<file path="config.mk">
export PLATFORM = sky130hd
export DESIGN_NAME = byte_stuffed_frame_receiver_crc16
export DESIGN_NICKNAME = d
export VERILOG_FILES = /design/src/design/bsfr_pkg.sv /design/src/design/byte_stuffed_frame_receiver_crc16.sv
export VERILOG_INCLUDE_DIRS = /design/src /design/src/design
export SDC_FILE = /design/constraint.sdc
export NUM_CORES = 1
export LEC_CHECK = 0
export BUFFER_PORTS_ARGS = -buffer_cell sky130_fd_sc_hd__buf_2
export CORE_MARGIN = 2
export CORE_UTILIZATION = 30
export DETAILED_ROUTE_END_ITERATION = 16
export GPL_ROUTABILITY_DRIVEN = 0
export SLEW_MARGIN = 10
export SYNTH_ARGS = -nofsm -noshare
export SYNTH_HDL_FRONTEND = slang
export SYNTH_SLANG_ARGS = --single-unit
export TNS_END_PERCENT = 100
</file>
<file path="constraint.sdc">
create_clock -name clk -period 7.4 [get_ports clk]
set_clock_uncertainty 0.1 [all_clocks]
set_input_delay 1.85 -clock clk [delete_from_list [all_inputs] [get_ports clk]]
set_output_delay 1.85 -clock clk [all_outputs]
set_load 0.005 [all_outputs]
</file>
<file path="src/design/assert_macros.svh">
// Assertion helpers included by the frame receiver RTL.
`ifndef ASSERT_MACROS_SVH
`define ASSERT_MACROS_SVH

`ifndef SYNTHESIS

// Checks a property at every rising edge of the clock outside reset.
`define ASSERT_AT(lbl, ck, rs, prop, msg) \
  lbl: assert property (@(posedge ck) disable iff (rs) (prop)) else $error(msg);

// Checks that an expression is never true outside reset.
`define ASSERT_NEVER(lbl, ck, rs, expr, msg) \
  lbl: assert property (@(posedge ck) disable iff (rs) !(expr)) else $error(msg);

`else

`define ASSERT_AT(lbl, ck, rs, prop, msg)
`define ASSERT_NEVER(lbl, ck, rs, expr, msg)

`endif

`endif

</file>
<file path="src/design/bsfr_pkg.sv">
`timescale 1ns / 1ps
`default_nettype none

package bsfr_pkg;

  localparam int MAX_STORE_DEF = 1024;

  localparam int BYTE_W   = 8;
  localparam int LIMIT_W  = 11;
  localparam int CRC_W    = 16;
  localparam int INDEX_W  = 10;
  localparam int LENGTH_W = 11;
  localparam int CFG_IDX_W = 3;
  localparam int CFG_DATA_W = 16;

  localparam logic [CRC_W-1:0] CRC_POLY = 16'h1021;

  localparam logic [BYTE_W-1:0]  BEGIN_SYNC_RST     = 8'hAA;
  localparam logic [BYTE_W-1:0]  END_SYNC_RST       = 8'h55;
  localparam logic [LIMIT_W-1:0] STORE_LIMIT_RST    = 11'd1024;
  localparam logic [CRC_W-1:0]   CRC_SEED_RST       = 16'hFFFF;
  localparam logic [CRC_W-1:0]   CRC_FINAL_XOR_RST  = 16'h0000;
  localparam logic               CRC_HIGH_FIRST_RST = 1'b0;

  typedef enum logic [CFG_IDX_W-1:0] {
    REG_BEGIN_SYNC     = 3'd0,
    REG_END_SYNC       = 3'd1,
    REG_STORE_LIMIT    = 3'd2,
    REG_CRC_SEED       = 3'd3,
    REG_CRC_FINAL_XOR  = 3'd4,
    REG_CRC_HIGH_FIRST = 3'd5
  } cfg_reg_t;

  typedef enum logic [2:0] {
    EV_NONE     = 3'd0,
    EV_GOOD     = 3'd1,
    EV_BAD_CRC  = 3'd2,
    EV_EMPTY    = 3'd3,
    EV_OVERFLOW = 3'd4
  } event_t;

  // One byte through the MSB-first CRC-16 register, unrolled over its eight bits.
  function automatic logic [CRC_W-1:0] crc_byte(input logic [CRC_W-1:0] crc,
                                                input logic [BYTE_W-1:0] b);
    logic [CRC_W-1:0] c;
    c = crc ^ {b, 8'h00};
    for (int k = 0; k < BYTE_W; k++) begin
      if (c[CRC_W-1]) begin
        c = {c[CRC_W-2:0], 1'b0} ^ CRC_POLY;
      end else begin
        c = {c[CRC_W-2:0], 1'b0};
      end
    end
    return c;
  endfunction

endpackage

`default_nettype wire

</file>
<file path="src/design/byte_stuffed_frame_receiver_crc16.sv">
// Byte-stuffed frame receiver with CRC-16 check. Each input beat carries one line byte and
// yields exactly one result beat. A doubled begin sync opens a frame, the first data byte
// is the command code, a single sync followed by any other byte stands for the sync value,
// and a doubled end sync gives a good, bad-CRC or empty report and the payload length,
// closing the frame unless the report is empty; the last two stored bytes are the
// received CRC. Every stored byte is reported with its index. The block takes one byte
// per clock cycle, and each result appears in the cycle after its byte is taken: the
// frame state and one unrolled CRC byte step are updated together, and a result register
// holds the report so that a new byte is taken whenever that register is empty or being
// read in the same cycle. Configuration registers are written through the always-ready cfg port.
`timescale 1ns / 1ps
`default_nettype none

`include "assert_macros.svh"

module byte_stuffed_frame_receiver_crc16 #(
  parameter int MAX_STORE = bsfr_pkg::MAX_STORE_DEF
) (
  input  wire logic                              clk,
  input  wire logic                              rst,
  input  wire logic                              in_valid,
  output logic                                   in_ready,
  input  wire logic [bsfr_pkg::BYTE_W-1:0]       rx_byte,
  output logic                                   out_valid,
  input  wire logic                              out_ready,
  output logic [2:0]                             event_res,
  output logic                                   restarted,
  output logic                                   data_valid,
  output logic [bsfr_pkg::BYTE_W-1:0]            data_byte,
  output logic [bsfr_pkg::INDEX_W-1:0]           data_index,
  output logic [bsfr_pkg::BYTE_W-1:0]            frame_cmd,
  output logic [bsfr_pkg::LENGTH_W-1:0]          frame_length,
  input  wire logic                              cfg_valid,
  output logic                                   cfg_ready,
  input  wire logic [bsfr_pkg::CFG_IDX_W-1:0]    cfg_index,
  input  wire logic [bsfr_pkg::CFG_DATA_W-1:0]   cfg_data
);

  localparam int CW = $clog2(MAX_STORE + 1);
  localparam int LW = (CW > bsfr_pkg::LIMIT_W) ? CW : bsfr_pkg::LIMIT_W;
  localparam logic [LW-1:0] MAX_STORE_LW = LW'(MAX_STORE);

  logic [bsfr_pkg::BYTE_W-1:0]  begin_sync;
  logic [bsfr_pkg::BYTE_W-1:0]  end_sync;
  logic [bsfr_pkg::LIMIT_W-1:0] store_limit;
  logic [bsfr_pkg::CRC_W-1:0]   crc_seed;
  logic [bsfr_pkg::CRC_W-1:0]   crc_final_xor;
  logic                         crc_high_first;

  logic                         begin_seen, begin_seen_next;
  logic                         end_seen, end_seen_next;
  logic                         in_frame, in_frame_next;
  logic                         have_code, have_code_next;
  logic [bsfr_pkg::BYTE_W-1:0]  code_reg, code_reg_next;
  logic [CW-1:0]                stored_count, stored_count_next;
  logic [bsfr_pkg::CRC_W-1:0]   crc_reg, crc_reg_next;
  logic [bsfr_pkg::BYTE_W-1:0]  recent [0:2];
  logic [bsfr_pkg::BYTE_W-1:0]  recent_next [0:2];

  bsfr_pkg::event_t             ev;
  logic                         rs;
  logic                         dv;
  logic [bsfr_pkg::BYTE_W-1:0]  dbyte;
  logic [LW-1:0]                dindex;
  logic [LW-1:0]                flen;
  logic [LW-1:0]                limit;
  logic [bsfr_pkg::CRC_W-1:0]   rx_crc;
  logic [bsfr_pkg::CRC_W-1:0]   crc_fin;
  logic [bsfr_pkg::BYTE_W-1:0]  v;
  logic                         accept;

  assign cfg_ready = 1'b1;
  assign in_ready  = !out_valid || out_ready;
  assign accept    = in_valid && in_ready;

  always_ff @(posedge clk) begin
    if (rst) begin
      begin_sync     <= bsfr_pkg::BEGIN_SYNC_RST;
      end_sync       <= bsfr_pkg::END_SYNC_RST;
      store_limit    <= bsfr_pkg::STORE_LIMIT_RST;
      crc_seed       <= bsfr_pkg::CRC_SEED_RST;
      crc_final_xor  <= bsfr_pkg::CRC_FINAL_XOR_RST;
      crc_high_first <= bsfr_pkg::CRC_HIGH_FIRST_RST;
    end else if (cfg_valid && cfg_ready) begin
      unique case (cfg_index)
        bsfr_pkg::REG_BEGIN_SYNC:     begin_sync     <= cfg_data[bsfr_pkg::BYTE_W-1:0];
        bsfr_pkg::REG_END_SYNC:       end_sync       <= cfg_data[bsfr_pkg::BYTE_W-1:0];
        bsfr_pkg::REG_STORE_LIMIT:    store_limit    <= cfg_data[bsfr_pkg::LIMIT_W-1:0];
        bsfr_pkg::REG_CRC_SEED:       crc_seed       <= cfg_data;
        bsfr_pkg::REG_CRC_FINAL_XOR:  crc_final_xor  <= cfg_data;
        bsfr_pkg::REG_CRC_HIGH_FIRST: crc_high_first <= cfg_data[0];
        default: begin
        end
      endcase
    end
  end

  always_comb begin
    limit = (LW'(store_limit) < MAX_STORE_LW) ? LW'(store_limit) : MAX_STORE_LW;

    begin_seen_next   = begin_seen;
    end_seen_next     = end_seen;
    in_frame_next     = in_frame;
    have_code_next    = have_code;
    code_reg_next     = code_reg;
    stored_count_next = stored_count;
    crc_reg_next      = crc_reg;
    for (int i = 0; i < 3; i++) begin
      recent_next[i] = recent[i];
    end

    ev      = bsfr_pkg::EV_NONE;
    rs      = 1'b0;
    dv      = 1'b0;
    dbyte   = '0;
    dindex  = '0;
    flen    = '0;
    v       = rx_byte;
    crc_fin = crc_reg ^ crc_final_xor;
    rx_crc  = crc_high_first ? {recent[1], recent[0]} : {recent[0], recent[1]};

    if (rx_byte == begin_sync) begin
      if (begin_seen) begin
        rs                = in_frame;
        crc_reg_next      = crc_seed;
        begin_seen_next   = 1'b0;
        end_seen_next     = 1'b0;
        in_frame_next     = 1'b1;
        have_code_next    = 1'b0;
        code_reg_next     = '0;
        stored_count_next = '0;
        for (int i = 0; i < 3; i++) begin
          recent_next[i] = '0;
        end
      end else begin
        begin_seen_next = 1'b1;
      end
    end else if (rx_byte == end_sync) begin
      if (end_seen) begin
        if (in_frame) begin
          if (stored_count >= CW'(3)) begin
            stored_count_next = stored_count - CW'(2);
            crc_reg_next      = crc_fin;
            in_frame_next     = 1'b0;
            ev   = (crc_fin == rx_crc) ? bsfr_pkg::EV_GOOD : bsfr_pkg::EV_BAD_CRC;
            flen = LW'(stored_count - CW'(2));
          end else begin
            ev   = bsfr_pkg::EV_EMPTY;
            flen = LW'(stored_count);
          end
        end
      end else begin
        end_seen_next = 1'b1;
      end
    end else if (in_frame) begin
      if (LW'(stored_count) < limit) begin
        if (!have_code) begin
          code_reg_next  = rx_byte;
          have_code_next = 1'b1;
          crc_reg_next   = bsfr_pkg::crc_byte(crc_reg, rx_byte);
        end else begin
          if (end_seen) begin
            v               = end_sync;
            end_seen_next   = 1'b0;
            begin_seen_next = 1'b0;
          end else if (begin_seen) begin
            v               = begin_sync;
            begin_seen_next = 1'b0;
          end
          recent_next[2]    = recent[1];
          recent_next[1]    = recent[0];
          recent_next[0]    = v;
          dv                = 1'b1;
          dbyte             = v;
          dindex            = LW'(stored_count);
          stored_count_next = stored_count + CW'(1);
          if (stored_count >= CW'(2)) begin
            crc_reg_next = bsfr_pkg::crc_byte(crc_reg, recent[1]);
          end
        end
      end else begin
        ev = bsfr_pkg::EV_OVERFLOW;
      end
    end
  end

  always_ff @(posedge clk) begin
    if (rst) begin
      begin_seen   <= 1'b0;
      end_seen     <= 1'b0;
      in_frame     <= 1'b0;
      have_code    <= 1'b0;
      code_reg     <= '0;
      stored_count <= '0;
      crc_reg      <= bsfr_pkg::CRC_SEED_RST;
      for (int i = 0; i < 3; i++) begin
        recent[i] <= '0;
      end
    end else if (accept) begin
      begin_seen   <= begin_seen_next;
      end_seen     <= end_seen_next;
      in_frame     <= in_frame_next;
      have_code    <= have_code_next;
      code_reg     <= code_reg_next;
      stored_count <= stored_count_next;
      crc_reg      <= crc_reg_next;
      for (int i = 0; i < 3; i++) begin
        recent[i] <= recent_next[i];
      end
    end
  end

  always_ff @(posedge clk) begin
    if (rst) begin
      out_valid <= 1'b0;
    end else if (accept) begin
      out_valid <= 1'b1;
    end else if (out_ready) begin
      out_valid <= 1'b0;
    end
  end

  always_ff @(posedge clk) begin
    if (accept) begin
      event_res    <= ev;
      restarted    <= rs;
      data_valid   <= dv;
      data_byte    <= dbyte;
      data_index   <= dindex[bsfr_pkg::INDEX_W-1:0];
      frame_cmd    <= code_reg_next;
      frame_length <= flen[bsfr_pkg::LENGTH_W-1:0];
    end
  end

  `ASSERT_AT(a_count_bound, clk, rst, LW'(stored_count) <= MAX_STORE_LW, "stored count above maximum")
  `ASSERT_NEVER(a_data_with_event, clk, rst, out_valid && data_valid && (event_res != bsfr_pkg::EV_NONE), "stored byte reported with an event")
  `ASSERT_NEVER(a_restart_alone, clk, rst, out_valid && restarted && (data_valid || (event_res != bsfr_pkg::EV_NONE)), "restart reported with data or event")
  `ASSERT_AT(a_close_ends_frame, clk, rst, accept && ((ev == bsfr_pkg::EV_GOOD) || (ev == bsfr_pkg::EV_BAD_CRC)) |=> !in_frame, "frame still open after close")

endmodule

`default_nettype wire

</file>
== Word-level counts from Yosys, hierarchy flattened ==
Memory sizes are Yosys's and may differ from the RTL's.
Index checks and enable logic that the tools add are counted.
Operators by class
  add/sub/neg operators: 2
  magnitude comparators: 4
  bitwise logic cells: 27
  mux-type cells: 165
  reductions and logical operators: 30
  equality and inequality tests: 18
Operator list (number)
  $mux 16: 88
  $mux 13: 16
  $mux 24: 6
  $mux 11: 10
  $mux 8: 11
  $not 3->3: 16
  $xor 16x16->16: 3
  $mux 1: 27
  $ge 11x2->1 const B: 2
  $eq 16x16->1: 1
  $eq 8x8->1: 2
  $reduce_and 5->1: 3
  $reduce_and 2->1: 7
  $reduce_and 6->1: 2
  $reduce_bool 2->1: 6
  $add 11x1->11 const B: 1
  $lt 11x11->1: 1
  $lt 11x11->1 const B: 1
  $sub 11x2->11 const B: 1
  $mux 3: 3
  $reduce_bool 3->1: 3
  $mux 2: 4
  $ne 2x2->1 const B: 4
  $reduce_or 4->1: 2
  other kinds (17): 26
Word-level totals
  memories: 1
  input bits: 32
  output and inout bits: 45
  bits in writable memories: 24
  register bits: 142
  word-level logic and storage cells: 268
Memory list
  recent: words 3, bits a word 8, read ports 2, clocked after memory_dff 0, wr ports 3, line byte_stuffed_frame_receiver_crc16.sv:57  | logic [bsfr_pkg::BYTE_W-1:0] recent [0:2];

== Logic depth before layout (Yosys ltp) ==
Gate-level depths: netlist of the first run.
An unclocked memory read counts as a cell.
  word-level depth: 66
  depth in mapped cells: 13
  gate-level depth less buffers: 11

== Least setup slack after synthesis of the first run ==
OpenSTA, ideal clock, no wires.
  kind: in2reg
  from: input out_ready
  to: register code_reg[0] (netlist bit)
  setup slack: 2948 ps
  data required time: 7182 ps
  stages: 6
  arrival: 4233 ps
  setup time: 118 ps
  buffers on the path: 1
  cell sequence: nand2b_1 > nand2_1 > inv_1 > clkbuf_1 > a21oi_1 > a22o_1
On the way
  cells in the longest elaborated chain, start to end: 2
Ends and longest elaborated chain
  from (decl): line byte_stuffed_frame_receiver_crc16.sv:25  | input wire logic out_ready,
  $logic_or 1x1->1: line byte_stuffed_frame_receiver_crc16.sv:73  | assign in_ready = !out_valid || out_ready;
  $logic_and 1x1->1: line byte_stuffed_frame_receiver_crc16.sv:74  | assign accept = in_valid && in_ready;
  net accept: line byte_stuffed_frame_receiver_crc16.sv:70  | logic accept;
  to (signal assigned): line byte_stuffed_frame_receiver_crc16.sv:204  | code_reg <= code_reg_next;
  to (decl): line byte_stuffed_frame_receiver_crc16.sv:54  | logic [bsfr_pkg::BYTE_W-1:0] code_reg, code_reg_next;
The timed path passes the listed nets, and every way through them passes these cells.
A chain may end at the register's enable or synchronous reset.

==> results of run 1 <==
[cells in the final DEF (no fill, tap or decap), types with 17 or more instances in the layout]
master | netlist | routed
nor2_1 | 86 | 86
a21oi_1 | 74 | 74
nor3_1 | 21 | 20
nand2_1 | 158 | 158
mux2i_1 | 45 | 45
clkbuf_16 | 0 | 17
o21ai_0 | 33 | 33
edfxtp_1 | 58 | 58
xnor2_1 | 69 | 69
nand3_1 | 33 | 33
xor2_1 | 22 | 22
buf_2 | 15 | 75
dfxtp_1 | 100 | 100
[per-stage QoR]
step	hold slack [ps]	util [%]	instances	power [W]	instance area [sq um]
floorplan	331.4	-	957	0.001060	8561
global placement	342.6	32.81	1351	0.001117	9165
detailed placement	348.3	32.81	1351	0.001119	9165
CTS	357.4	34.85	1383	0.001970	9734
global route	378.0	34.85	1383	0.002027	9734
finish	354.8	34.85	1383	0.001959	9734
[path summary, 6_finish.rpt]
path / startpoint / endpoint / slack (ps) / cells past startpoint
max: rx_byte[6] / recent[0][10]$_SDFFCE_PP0P_ / 2920 / 8
min: store_limit[3]$_SDFFE_PP0P_ / store_limit[3]$_SDFFE_PP0P_ / 350 / 2
max reg2reg: stored_count[4]$_SDFFE_PP0P_ / recent[0][10]$_SDFFCE_PP0P_ / 3830 / 8
min reg2reg: store_limit[3]$_SDFFE_PP0P_ / store_limit[3]$_SDFFE_PP0P_ / 350 / 2
[worst max-delay path: stages]
cell	delay (ps)
buf_2	170
xnor2_1	220
nand4_1	240
nor2_2	740
nor2_1	130
nand3_1	510
a21oi_1	180
or2_2	460
[metal layers]
metal	vias up	share of wire (%)	GRT usage (%)	wire length (um)
li1	3437	-	-	-
met4	0	1.5	4.343	368
met1	3476	46	23.86	11510
met3	34	7.2	3.540	1807
met2	280	45	25.67	11280
met5	-	0	0	0
[final cells by class]
class                           count  area (sq um)
Multi-Input combinational cell    720          4468
Clock buffer                       18         439.2
Clock inverter                     14         130.1
Fill cell                        2961         18200
Timing Repair Buffer               83         435.4
Sequential cell                   158          3744
Inverter                           12         45.04
Tap cell                          378         473.0
[logic make-up after synthesis]
group / count (synthesis) / synth area share (%)
and+or+nand+nor: 378 / 20.45
AOI/OAI and AO/OA: 189 / 14.75
DFF: 158 / 43.73
xor gates and xnor gates: 91 / 9.310
buffers and inverters: 79 / 4.136
muxes: 46 / 5.393
adders and majority gates: 15 / 2.192
other: 1 / 0.04380
[report_power, final]
| part | leakage (nW) | switching (W) | internal [W] | total, W |
|---|---|---|---|---|
| Clock | 0.274 | 0.000380 | 0.000477 | 0.000857 |
| Sequential | 1.40 | 0.0000187 | 0.000925 | 0.000943 |
| Combinational | 1.78 | 0.0000991 | 0.0000591 | 0.000158 |
| Total | 3.45 | 0.000498 | 0.00146 | 0.00196 |
==> results.txt, run 1 <==
Most common cell in the synthesized netlist -> nand2_1
Pwr/cell area -> 201.2 nW/um^2
Post-Route WL -> 24970 um
Final worst slack -> 2925 ps
Worst rel slew slack -> 23.99%
Flops & latches, synth -> 158
Least-Margin Pin Slew -> 1134 ps
H-tree Lvls -> 4
Final hold violation count -> 0
Ys Warns -> 0
Worst-path fanout max -> 17
Max rail drop VDD -> 0.0001502 V
Largest net degree at the start of global routing -> 68
Synth cell count leaders -> 158 x nand2_1, 100 x dfxtp_1, 86 x nor2_1, 74 x a21oi_1, 69 x xnor2_1
CP Data Arrival Time -> 4510 ps
Remaining global-route overflow -> 0
Drt via density -> 5.226
Antenna violations before repair -> 0
Hold bufs inserted after CTS -> 0
Minimum clock period after layout -> 4475 ps
Ys flop type -> dfxtp_1
TNS Setup -> 0 ps
First-pass GRT wire length -> 39360 um
Die area -> 29900 sq um
CTS root buffer -> clkbuf_16
Place WS -> 2531 ps
Setup Buffers After CTS -> 0
Ant diodes -> 0
Final setup viols -> 0
Sequential share of the synthesized area -> 43.73%
Yosys top cell by area -> dfxtp_1
Area Overhead vs Synth -> 13.71%
Post-synthesis async set-or-reset flop share -> 0%
Syn Area/Cell -> 8.945 sq um
TritonRoute pass-1 iters -> 7
Clk sinks -> 158
Cell variety after synth -> 83
Post-DRT Antenna Nets -> 0
Final worst path period share -> 60.48%
Crit path kind -> in2reg
Core area -> 27930 sq um
Fin. max-slew vios -> 0
Share of layout cells above drive strength 1 -> 14.13%
Fin nets -> 1039
MaxCap Viol Count -> 0
Post-Synthesis Cells -> 957
Crit path launch type -> input port
Starting Density -> 30.65%
LEAKAGE -> 3.450 nW
Status -> finished, final reports clean
Cts bufs inserted -> 17
Clk_lat worst skew -> 440 ps
Die width -> 172.9 um
Mapped Area -> 8561 sq um
Total track usage -> 16.73%
I/O pin count -> 77
DIE HEIGHT -> 172.9 um
Hpwl dp -> 17980 um
Post-synth net total -> 1004
Drt drc -> 0
Post-CTS sizing -> 0
Port Buf Inserts -> 75
Wirelength per Cell -> 18.05 um
CTS clk-pin slew, worst paths -> 60 ps
Number of enable flip-flop cells after synthesis -> 58
Rows -> 61
CTS max path bufs -> 2
WP data required -> 7440 ps
RSZ-0062 raised after global routing -> no
Vias -> 7227
Vias in the first global route -> 6743
CTS tree -> yes
Iteration-0 DRC Markers -> 696
Hold crit path type -> reg2reg
Synth top area cells -> dfxtp_1 23%, edfxtp_1 20%, xnor2_1 7.1%
Critical Path Sink Type -> flop
Maximum clock frequency -> 223.5 MHz
Synth top area share -> 23.38%
(Power assumes the default switching activity.)
==> inputs of run 2 (changes only) <==
--- a/config.mk
+++ b/config.mk
@@ -6,6 +6,7 @@
 export SDC_FILE = /design/constraint.sdc
 export NUM_CORES = 1
 export LEC_CHECK = 0
+export ABC_AREA = 1
 export BUFFER_PORTS_ARGS = -buffer_cell sky130_fd_sc_hd__buf_2
 export CORE_MARGIN = 2
 export CORE_UTILIZATION = 30
==> constraint.sdc (replaced) <==
create_clock -name clk -period 4.4 [get_ports clk]
set_clock_uncertainty 0.1 [all_clocks]
set_input_delay 1.1 -clock clk [delete_from_list [all_inputs] [get_ports clk]]
set_output_delay 1.1 -clock clk [all_outputs]
set_load 0.005 [all_outputs]
==> results.txt, run 2 <==
Status -> finished, final reports clean
Die width -> 180.4 um
R2r endpoint -> data_byte[5]$_SDFFCE_PP0P_
RSZ-0062 raised after global routing -> no
Worst rel slew slack -> 33.07%
Final instance area -> 10640 sq um
Synth top area share -> 21.44%
Crit path launch type -> input port
Maximum clock frequency -> 337.7 MHz
Final worst path period share -> 67.30%
Antenna violations before repair -> 2
Core area -> 30590 sq um
Vias in the first global route -> 8452
Mapped Area -> 9335 sq um
Least-Margin Pin Slew -> 1003 ps
Largest net degree at the start of global routing -> 66
CP max stage delay -> 410 ps
Fin. max-slew vios -> 0
Clk_lat worst skew -> 450 ps
Crit path depth -> 14
MaxCap Viol Count -> 0
Iteration-0 DRC Markers -> 661
Hold crit path type -> reg2reg
Final setup viols -> 0
Drt via density -> 4.910
Cell Count, Final, Fillers Out -> 1849
Post-Route WL -> 29000 um
Setup Buffers After CTS -> 0
Worst-path fanout max -> 16
Flops & latches, synth -> 158
Cts bufs inserted -> 17
I/O pin count -> 77
Total track usage -> 17.83%
Die area -> 32540 sq um
Most common cell in the synthesized netlist -> nand2_1
Minimum clock period after layout -> 2961 ps
First-pass GRT wire length -> 46020 um
Area Overhead vs Synth -> 13.97%
# fillers -> 3288
Placed insts -> 1816
Critical Path Sink Type -> flop
Clk sinks -> 158
Sequential share of the synthesized area -> 40.10%
Number of enable flip-flop cells after synthesis -> 58
CTS root buffer -> clkbuf_16
CTS max path bufs -> 2
FF-to-FF path depth -> 15
Fin nets -> 1486
Most common cell after layout, fill and taps aside -> nand2_1
DIE HEIGHT -> 180.4 um
Cell variety after synth -> 37
CP Cell Sequence -> buf_2 > inv_2 > nand2_1 > nand2_1 > nand2_1 > inv_1 > nand2_1 > nor2_4 > nand2_1 > nor2_1 > nor2_2 > nand3_4 > nand2_1 > nand3_1
Fin Hold WS -> 364.8 ps
Port Buf Inserts -> 75
Remaining global-route overflow -> 0
Wirelength per Cell -> 15.69 um
Reg2reg start -> store_limit[10]$_SDFFE_PP1P_
Hpwl dp -> 21720 um
Post-synth net total -> 1436
Starting Density -> 30.52%
Crit path max-delay cell type -> nand2_1
Synth cell count leaders -> 442 x nand2_1, 188 x nor2_1, 144 x nand3_1, 124 x inv_1, 100 x dfxtp_1
Ys flop type -> dfxtp_1
Yosys top cell by area -> dfxtp_1
Min-delay src -> crc_seed[9]$_SDFFE_PP1P_
CTS tree -> yes
Most frequent cells in the layout -> 442 x nand2_1, 188 x nor2_1, 144 x nand3_1
TNS Setup -> 0 ps
Syn Area/Cell -> 6.721 sq um
Rows -> 64
Hold bufs inserted after CTS -> 0
H-tree Lvls -> 4
Family with the most delay on the worst path -> simple AND/OR/NAND/NOR gates
Most frequent cell on the critical path -> nand2_1
CP Data Arrival Time -> 3240 ps
Post-DRT Antenna Nets -> 0
Ys Warns -> 0
WP data required -> 4680 ps
Drt drc -> 0
Setup crit end -> crc_reg[14]$_SDFFE_PP1P_
Reg2Reg Setup Slack -> 1560 ps
Pwr/cell area -> 321.2 nW/um^2
Synth top area cells -> dfxtp_1 21%, edfxtp_1 19%, nand2_1 18%
Final hold violation count -> 0
Max rail drop VDD -> 0.0002752 V
Share of layout cells above drive strength 1 -> 10.67%
Area after DPL -> 10040 sq um
Post-synthesis async set-or-reset flop share -> 0%
Vias -> 9079
Post-CTS sizing -> 0
Worst Setup SP -> rx_byte[1]
Post-Synthesis Cells -> 1389
Final Total Pwr -> 0.003418 W
TritonRoute pass-1 iters -> 5
Crit path kind -> in2reg
Buffers and inverters on the worst path -> 3
LEAKAGE -> 5.161 nW
CTS clk-pin slew, worst paths -> 80 ps
[run 2: cell types whose count changed after synthesis, moves of 49 or more]
cell,delta
inv_1,+114
nand2_1,+284
o21ai_0,+49
nand3_1,+111
xnor2_1,-55
nor2_1,+102
[run 2: final cells by class]
cell class	count	area (sq um)	area share (%)
Clock buffer	17	425.4	3.999
Antenna cell	1	2.502	0.02352
Multi-Input combinational cell	1035	4812	45.23
Tap cell	396	495.5	4.657
Timing Repair Buffer	87	465.4	4.375
Inverter	140	528.0	4.963
Sequential cell	158	3744	35.19
Clock inverter	15	166.4	1.564
[run 2: logic make-up after synthesis]
kind of cell / after synthesis / share of synthesized area, %
adders and majority gates: 15 / 2.010
buffers and inverters: 196 / 8.350
AOI/OAI and AO/OA: 152 / 8.618
xor gates and xnor gates: 43 / 4.034
other: 1 / 0.04017
DFF: 158 / 40.10
and+or+nand+nor: 824 / 36.84
[run 2: per-layer routing]
layer,share of wire (%),vias to the layer above,wire [um],global-route usage (%)
li1,-,4556,-,-
met1,46,4173,13390,23.97
met2,44,282,12700,27.24
met5,0.045,-,13,0
met4,3.7,2,1079,8.226
met3,6.3,66,1815,3.961
[run 2: worst min-delay path: cells and delay by family, from the launching register on]
family / cells / cell delay (ps)
AND/OR/NAND/NOR: 2 / 100
flip-flops: 1 / 340
[run 2: how the worst min path moves through the flow]
stage | end | slack, ps | cells after the start
2_1_floorplan | crc_seed[0]$_SDFFE_PP1P_ | 330 | 2
3_3_place_gp | crc_seed[2]$_SDFFE_PP1P_ | 340 | 2
3_5_place_dp | crc_seed[9]$_SDFFE_PP1P_ | 350 | 2
4_1_cts | crc_seed[4]$_SDFFE_PP1P_ | 370 | 2
5_1_grt | crc_seed[5]$_SDFFE_PP1P_ | 400 | 2
6_report | crc_seed[9]$_SDFFE_PP1P_ | 360 | 2
[run 2: power breakdown]
part	switching [W]	internal, W
logic	0.000220	0.000103
clock network	0.000731	0.000766
registers	0.0000299	0.00157
[run 2: metrics by stage]
| stage | worst slack, ps | util, % |
|---|---|---|
| finish | 1439 | 34.78 |
| detailed placement | 1016 | 32.84 |
| CTS | 1475 | 34.77 |
| global route | 1241 | 34.78 |
| floorplan | 1077 | - |
| global placement | 1071 | 32.84 |
